File: src/sv/hbu_pkg.sv
// Shared types and constants for the hex text bitmap unpacker.
package hbu_pkg;

  localparam int unsigned MAX_DIMENSION = 4096;
  localparam int unsigned DIM_W         = 13;
  localparam int unsigned CFG_IDX_W     = 2;
  localparam int unsigned CFG_DATA_W    = 13;
  localparam int unsigned RES_DEPTH     = 4;
  localparam int unsigned RES_PTR_W     = 2;
  localparam int unsigned RES_CNT_W     = 3;

  typedef enum logic [CFG_IDX_W-1:0] {
    CFG_FORMAT_MODE  = 2'd0,
    CFG_IMAGE_WIDTH  = 2'd1,
    CFG_IMAGE_HEIGHT = 2'd2,
    CFG_UNUSED       = 2'd3
  } cfg_idx_e;

  typedef enum logic [1:0] {
    MODE_BYTE     = 2'd0,
    MODE_WORD     = 2'd1,
    MODE_WORD_REV = 2'd2,
    MODE_SPARE    = 2'd3
  } mode_e;

  localparam logic [7:0] CH_0      = 8'h30;
  localparam logic [7:0] CH_9      = 8'h39;
  localparam logic [7:0] CH_UA     = 8'h41;
  localparam logic [7:0] CH_UF     = 8'h46;
  localparam logic [7:0] CH_LA     = 8'h61;
  localparam logic [7:0] CH_LF     = 8'h66;
  localparam logic [7:0] CH_SPACE  = 8'h20;
  localparam logic [7:0] CH_COMMA  = 8'h2c;
  localparam logic [7:0] CH_RBRACE = 8'h7d;
  localparam logic [7:0] CH_NL     = 8'h0a;
  localparam logic [7:0] CH_TAB    = 8'h09;

  typedef struct packed {
    logic [7:0] data_byte;
    logic       image_done;
    logic       input_error;
  } res_t;

  function automatic logic [DIM_W-1:0] clamp_dim(input logic [DIM_W-1:0] v);
    logic [DIM_W-1:0] r;
    r = v;
    if (v == '0) begin
      r = DIM_W'(1);
    end else if (v > DIM_W'(MAX_DIMENSION)) begin
      r = DIM_W'(MAX_DIMENSION);
    end
    return r;
  endfunction

  function automatic logic [15:0] reverse16(input logic [15:0] s);
    logic [15:0] d;
    for (int n = 0; n < 16; n++) begin
      d[15-n] = s[n];
    end
    return d;
  endfunction

endpackage

File: src/sv/hex_text_bitmap_unpacker.sv
// Hex text bitmap unpacker: token parser, row counters and result queue.
//
//   channel | direction | handshake                   | payload
//   in      | input     | in_valid_i / in_stall_o     | char_code_i, end_of_input_i
//   out     | output    | out_valid_o / out_stall_i   | data_byte_o, image_done_o,
//           |           |                             | input_error_o
//   cfg     | input     | cfg_we_i, cfg_idx_i         | cfg_data_i
//
// One character is taken per cycle; parsing and row counting settle in that cycle and
// the bytes go into a four-entry result queue, visible on the next cycle.
// A word token gives two bytes but takes at least two characters, so a free output
// keeps pace with one character per cycle; only output stalls hold the input back.
// in_stall_o rises while the queue has room for fewer than two bytes.
// rst_ni clears the parser state and the queue, and loads the register defaults.
module hex_text_bitmap_unpacker (
  input  logic                           clk_i,
  input  logic                           rst_ni,
  input  logic                           cfg_we_i,
  input  logic [hbu_pkg::CFG_IDX_W-1:0]  cfg_idx_i,
  input  logic [hbu_pkg::CFG_DATA_W-1:0] cfg_data_i,
  input  logic                           in_valid_i,
  output logic                           in_stall_o,
  input  logic [7:0]                     char_code_i,
  input  logic                           end_of_input_i,
  output logic                           out_valid_o,
  input  logic                           out_stall_i,
  output logic [7:0]                     data_byte_o,
  output logic                           image_done_o,
  output logic                           input_error_o
);
  import hbu_pkg::*;

  logic [1:0]       mode_q;
  logic [DIM_W-1:0] width_q, height_q;

  logic [15:0]      tok_q, tok_d;
  logic             have_q, have_d;
  logic [DIM_W-1:0] tin_q, tin_d;
  logic [DIM_W-1:0] row_q, row_d;
  logic             fin_q, fin_d;

  res_t                 res_q [RES_DEPTH];
  logic [RES_PTR_W-1:0] wr_ptr_q, rd_ptr_q;
  logic [RES_CNT_W-1:0] cnt_q;

  logic             acc, pop;
  logic [1:0]       push_n;
  res_t             res0, res1;
  logic             is_digit, is_delim;
  logic [3:0]       dig;
  logic [DIM_W-1:0] w, h, per_row, tin_inc, row_inc;
  logic [DIM_W:0]   w_ext;
  logic             word_mode, last_row_tok, done, pad;
  logic [15:0]      val;

  assign in_stall_o    = (cnt_q > RES_CNT_W'(2));
  assign acc           = in_valid_i && !in_stall_o;
  assign out_valid_o   = (cnt_q != '0);
  assign pop           = out_valid_o && !out_stall_i;
  assign data_byte_o   = res_q[rd_ptr_q].data_byte;
  assign image_done_o  = res_q[rd_ptr_q].image_done;
  assign input_error_o = res_q[rd_ptr_q].input_error;

  // classify the character
  always_comb begin
    is_digit = 1'b0;
    dig      = 4'd0;
    if (char_code_i >= CH_0 && char_code_i <= CH_9) begin
      is_digit = 1'b1;
      dig      = 4'(char_code_i - CH_0);
    end else if (char_code_i >= CH_UA && char_code_i <= CH_UF) begin
      is_digit = 1'b1;
      dig      = 4'(char_code_i - CH_UA + 8'd10);
    end else if (char_code_i >= CH_LA && char_code_i <= CH_LF) begin
      is_digit = 1'b1;
      dig      = 4'(char_code_i - CH_LA + 8'd10);
    end
    is_delim = (char_code_i == CH_SPACE) || (char_code_i == CH_COMMA) ||
               (char_code_i == CH_RBRACE) || (char_code_i == CH_NL) ||
               (char_code_i == CH_TAB);
  end

  always_comb begin
    w         = clamp_dim(width_q);
    h         = clamp_dim(height_q);
    word_mode = (mode_q == MODE_WORD) || (mode_q == MODE_WORD_REV);
    w_ext     = {1'b0, w};
    if (word_mode) begin
      per_row = DIM_W'((w_ext + (DIM_W+1)'(15)) >> 4);
    end else begin
      per_row = DIM_W'((w_ext + (DIM_W+1)'(7)) >> 3);
    end
    tin_inc      = tin_q + DIM_W'(1);
    row_inc      = row_q + DIM_W'(1);
    last_row_tok = (tin_inc >= per_row);
    done         = last_row_tok && (row_inc >= h);
    pad          = (w[3:0] != 4'd0) && (w[3:0] < 4'd9);
    val          = (mode_q == MODE_WORD_REV) ? reverse16(tok_q) : tok_q;

    tok_d  = tok_q;
    have_d = have_q;
    tin_d  = tin_q;
    row_d  = row_q;
    fin_d  = fin_q;
    push_n = 2'd0;
    res0   = '0;
    res1   = '0;

    if (acc && !fin_q) begin
      if (end_of_input_i) begin
        fin_d  = 1'b1;
        tok_d  = '0;
        have_d = 1'b0;
        push_n = 2'd1;
        res0   = '{data_byte: 8'h00, image_done: 1'b0, input_error: 1'b1};
      end else if (is_digit) begin
        tok_d  = {tok_q[11:0], dig};
        have_d = 1'b1;
      end else if (is_delim && have_q) begin
        tok_d  = '0;
        have_d = 1'b0;
        if (last_row_tok) begin
          tin_d = '0;
          row_d = row_inc;
        end else begin
          tin_d = tin_inc;
        end
        if (done) begin
          fin_d = 1'b1;
        end
        if (!word_mode) begin
          push_n = 2'd1;
          res0   = '{data_byte: tok_q[7:0], image_done: done, input_error: 1'b0};
        end else if (pad && last_row_tok) begin
          push_n = 2'd1;
          res0   = '{data_byte: val[7:0], image_done: done, input_error: 1'b0};
        end else begin
          push_n = 2'd2;
          res0   = '{data_byte: val[7:0], image_done: 1'b0, input_error: 1'b0};
          res1   = '{data_byte: val[15:8], image_done: done, input_error: 1'b0};
        end
      end
    end
  end

  always_ff @(posedge clk_i or negedge rst_ni) begin
    if (!rst_ni) begin
      mode_q   <= MODE_BYTE;
      width_q  <= DIM_W'(16);
      height_q <= DIM_W'(16);
    end else if (cfg_we_i) begin
      case (cfg_idx_e'(cfg_idx_i))
        CFG_FORMAT_MODE:  mode_q   <= cfg_data_i[1:0];
        CFG_IMAGE_WIDTH:  width_q  <= cfg_data_i;
        CFG_IMAGE_HEIGHT: height_q <= cfg_data_i;
        default: begin
        end
      endcase
    end
  end

  always_ff @(posedge clk_i or negedge rst_ni) begin
    if (!rst_ni) begin
      tok_q    <= '0;
      have_q   <= 1'b0;
      tin_q    <= '0;
      row_q    <= '0;
      fin_q    <= 1'b0;
      wr_ptr_q <= '0;
      rd_ptr_q <= '0;
      cnt_q    <= '0;
    end else begin
      tok_q    <= tok_d;
      have_q   <= have_d;
      tin_q    <= tin_d;
      row_q    <= row_d;
      fin_q    <= fin_d;
      wr_ptr_q <= wr_ptr_q + RES_PTR_W'(push_n);
      rd_ptr_q <= rd_ptr_q + RES_PTR_W'(pop);
      cnt_q    <= cnt_q + RES_CNT_W'(push_n) - RES_CNT_W'(pop);
    end
  end

  always_ff @(posedge clk_i) begin
    if (push_n != 2'd0) begin
      res_q[wr_ptr_q] <= res0;
    end
    if (push_n == 2'd2) begin
      res_q[wr_ptr_q + RES_PTR_W'(1)] <= res1;
    end
  end

endmodule

File: config.mk
export PLATFORM = sky130hd
export DESIGN_NAME = hex_text_bitmap_unpacker
export DESIGN_NICKNAME = d
export VERILOG_FILES = /design/src/sv/hbu_pkg.sv /design/src/sv/hex_text_bitmap_unpacker.sv
export SDC_FILE = /design/constraint.sdc
export NUM_CORES = 1
export LEC_CHECK = 0
export BUFFER_PORTS_ARGS = -buffer_cell sky130_fd_sc_hd__buf_2
export CAP_MARGIN = 0
export CORE_ASPECT_RATIO = 2
export CORE_MARGIN = 5
export CORE_UTILIZATION = 40
export CTS_CLUSTER_SIZE = 30
export DETAILED_ROUTE_END_ITERATION = 12
export PLACE_DENSITY = 0.62
export SLEW_MARGIN = 20
export SYNTH_ARGS = -nofsm -noshare
export SYNTH_HDL_FRONTEND = slang
export SYNTH_SLANG_ARGS = --single-unit
File: constraint.sdc
create_clock -name clk_i -period 3.8 [get_ports clk_i]
set_input_delay 0.57 -clock clk_i [delete_from_list [all_inputs] [get_ports clk_i]]
set_output_delay 0.57 -clock clk_i [all_outputs]
set_load 0.02 [all_outputs]
==> flow_metrics.env <==
export IMPL_status="finished, final reports clean"
export IMPL_crit_cells=15
export IMPL_grt_pass1_wl_microns=29100
export IMPL_num_vias=5641
export IMPL_synth_main_ff_cell="dfrtp_1"
export IMPL_min_period_ns=3.79
export IMPL_start_util=0.403
export IMPL_drc=0
export IMPL_ff2ff_path_depth=15
export IMPL_routabilityCongestion=0.888
export IMPL_synth_area_sq_um=7140
export IMPL_syn_inst=694
export IMPL_crit_required_ns=4.10
export IMPL_finalPower_mw=4.57
export IMPL_grt_ovfl_total=0
export IMPL_cts_htree_levels=4
export IMPL_startpoint="width_q[0]"
export IMPL_rrSetupSlack_ns=0.01
export IMPL_drive_gt1_frac=0.254
export IMPL_ys_types=69
export IMPL_synth_edf_count=36
export IMPL_wl_per_cell_microns=17.7
export IMPL_ff_latch_area_sq_um=3140
export IMPL_core_region_area_sq_um=17700
export IMPL_synth_area_leader_cell="dfrtp_1"
export IMPL_drt_initial_drc_count=281
export IMPL_dp_cells=951
export IMPL_cts_tree="built"
export IMPL_syn_area_per_cell_sq_um=10.3
export IMPL_crit_slowest_cell="or4_4"
export IMPL_grtUsageTotal=0.173
export IMPL_power_density_nw_per_um2=535
export IMPL_finClkSkew_ns=0.00692
export IMPL_fp_row_count=69
export IMPL_vias_per_cell=5.71
export IMPL_rsz0062_at_grt="yes"
export IMPL_grt_pass1_vias=6034
export IMPL_path_class="flop to flop"
export IMPL_clockBufferDepth=2
export IMPL_worstReg2RegEnd="cnt_q[2]"
export IMPL_fin_hold_ws_ns=0.174
export IMPL_slew_limit_headroom=0.504
export IMPL_cp_endpoint="cnt_q[2]"
export IMPL_synth_fp_nets=760
export IMPL_cp_top_family="compound AO/OA/AOI/OAI gates"
export IMPL_async_reset_ff_frac=0.664
export IMPL_setup_tns_ns=0
export IMPL_die_h_microns=199
export IMPL_worst_slack_ns=0.00988
export IMPL_crit_chain="or4_4 -> o21a_1 -> o32a_1 -> ha_1 -> nand4_1 -> a211oi_2 -> o41ai_2 -> o211ai_2 -> a21o_1 -> a21oi_2 -> ha_1 -> inv_1 -> ha_2 -> fa_1 -> xnor2_1"
export IMPL_synth_warning_count=0
export IMPL_cts_sinks=119
export IMPL_numCtsBuffers=17
export IMPL_arrival_ns=4.09
export IMPL_min_path_type="primary input to asynchronous set/reset pin"
export IMPL_maxCapViolCount=0
export IMPL_multi_input_area_sq_um=3940
export IMPL_cts_hold_buf=0
export IMPL_cpPeakStageDelay_ns=0.57
export IMPL_dp_hpwl_microns=13500
export IMPL_finalNonFillerCells=988
export IMPL_diodes=0
export IMPL_crit_buf_inv=1
export IMPL_synth_seq_area_share=0.440
export IMPL_fin_crit_sh=0.997
export IMPL_finalMaxSlewViolations=0
export IMPL_finalHoldViolCount=0
export IMPL_dieArea_sq_um=20800
export IMPL_setup_viol=0
export IMPL_start_kind="flop"
export IMPL_r2r_start="width_q[0]"
export IMPL_clkLatencyLatePin_ns=0.42
export IMPL_ys_ff_latch=119
export IMPL_irDropWorstVdd_v=0.000361
export IMPL_leakagePower_nw=3.55
export IMPL_clk_pin_slew_ns=0.06
export IMPL_synthTopCellsByArea="dfrtp_1 27%, edfxtp_1 15%, ha_1 6.3%"
export IMPL_routed_wl_microns=17400
export IMPL_ant_nets=0
export IMPL_cp_max_fo=4
export IMPL_area_growth_pct=19.7
export IMPL_fillCellCount=1574
export IMPL_nets=828
export IMPL_dp_slack_ns=-0.0398
export IMPL_end_kind="flop"
export IMPL_synth_top_area_share=0.270
export IMPL_crit_top_cell="ha_1"
export IMPL_drt_first_pass_iters=4
export IMPL_tightest_slew_ns=0.745
export IMPL_io_pins=41
export IMPL_cts_root_buf="clkbuf_16"
export IMPL_antenna_found_initial=0
export IMPL_fmax_ghz=0.264
export IMPL_grt_max_degree=80
export IMPL_die_x_microns=104
export IMPL_io_buffers=40
## synthesized netlist by cell type, types with 14 or more instances
cell type and count:
xnor2_1 26, nor2_1 78, a21oi_1 24, nand2_1 66
mux2i_1 17, o21ai_0 26, edfxtp_1 36, nand3_1 23
clkbuf_1 20, inv_1 20, a22o_1 14, mux2_2 29
o32a_1 16, dfrtp_1 77, ha_1 36, xor2_1 18
## where the power goes
group / internal, mW / leakage (nW) / switching (mW) / total (mW)
clock: 0.897 / 0.258 / 0.610 / 1.51
sequential: 1.46 / 1.38 / 0.233 / 1.69
combinational: 0.615 / 1.91 / 0.758 / 1.37
## routing by layer
| layer | vias up | global-route usage | wire length (microns) |
|---|---|---|---|
| met4 | 0 | 0.0927 | 761 |
| met5 | - | 0 | 0 |
| li1 | 2685 | - | - |
| met2 | 117 | 0.344 | 10100 |
| met3 | 58 | 0.0331 | 469 |
| met1 | 2781 | 0.162 | 6130 |
## worst min-delay path by stage
stage                endpoint  slack [ns]  cells past startpoint
finish              tin_q[11]        0.17                      1
global route         tin_q[9]        0.23                      1
CTS                  tin_q[4]        0.36                      1
detailed placement      fin_q        0.48                      1
global placement        fin_q        0.46                      1
floorplan            cnt_q[0]        0.27                      0
## cell type report
cell class / count / area share
Multi-Input combinational cell: 519 / 0.461
Sequential cell: 119 / 0.368
Timing Repair Buffer: 85 / 0.0666
Clock buffer: 17 / 0.0498
Tap cell: 213 / 0.0312
Clock inverter: 15 / 0.0152
Inverter: 20 / 0.00879
## cell usage in the layout, fill, tap and decap left out, types with 6 or more instances in the layout
cell,n
xor2_1,18
o22ai_1,7
nor2b_1,8
buf_4,43
ha_1,33
inv_1,20
a22o_1,14
nand4_1,9
nor3_1,7
nand2_1,64
edfxtp_1,36
nor2_1,75
mux2_2,29
mux4_2,10
mux2i_1,17
dfrtp_1,75
xnor2_1,25
nand3_1,23
o21ai_0,22
nand2b_1,8
a21oi_1,20
buf_2,39
clkinvlp_4,6
o32a_1,16
clkbuf_16,17
## through the flow
| step | instance area (sq um) | util |
|---|---|---|
| 2_1_floorplan | 7190 | - |
| 3_3_place_gp | 7820 | 0.442 |
| 3_5_place_dp | 7820 | 0.442 |
| 4_1_cts | 8440 | 0.477 |
| 5_1_grt | 8540 | 0.483 |
| 6_report | 8540 | 0.483 |
## what timing repair did
action                     4_1_cts  5_1_grt
buffers inserted                 3        3
pin swaps                        2       11
gates resized for setup          8       19
setup endpoints to repair        2       46
cloned                           0        0
## registers in the layout (all words and copies together) (netlist names), 3 cells and up
name	flops
cnt_q	3
height_q	13
res_q	40
row_q	13
tin_q	13
tok_q	16
width_q	13
## cell families (layout without fill, tap and decap cells)
| logic type | after synthesis | in the layout | share of synthesized area |
|---|---|---|---|
| compound gates | 143 | 143 | 0.147 |
| xor+xnor | 44 | 44 | 0.0540 |
| other cells | 1 | 1 | 0.000525 |
| fa+ha+maj | 37 | 37 | 0.0659 |
| mux | 56 | 56 | 0.101 |
| simple gates | 238 | 238 | 0.158 |
| buf+inv | 56 | 137 | 0.0331 |
| flops | 119 | 119 | 0.440 |
Power figures use the tool's default switching activity.
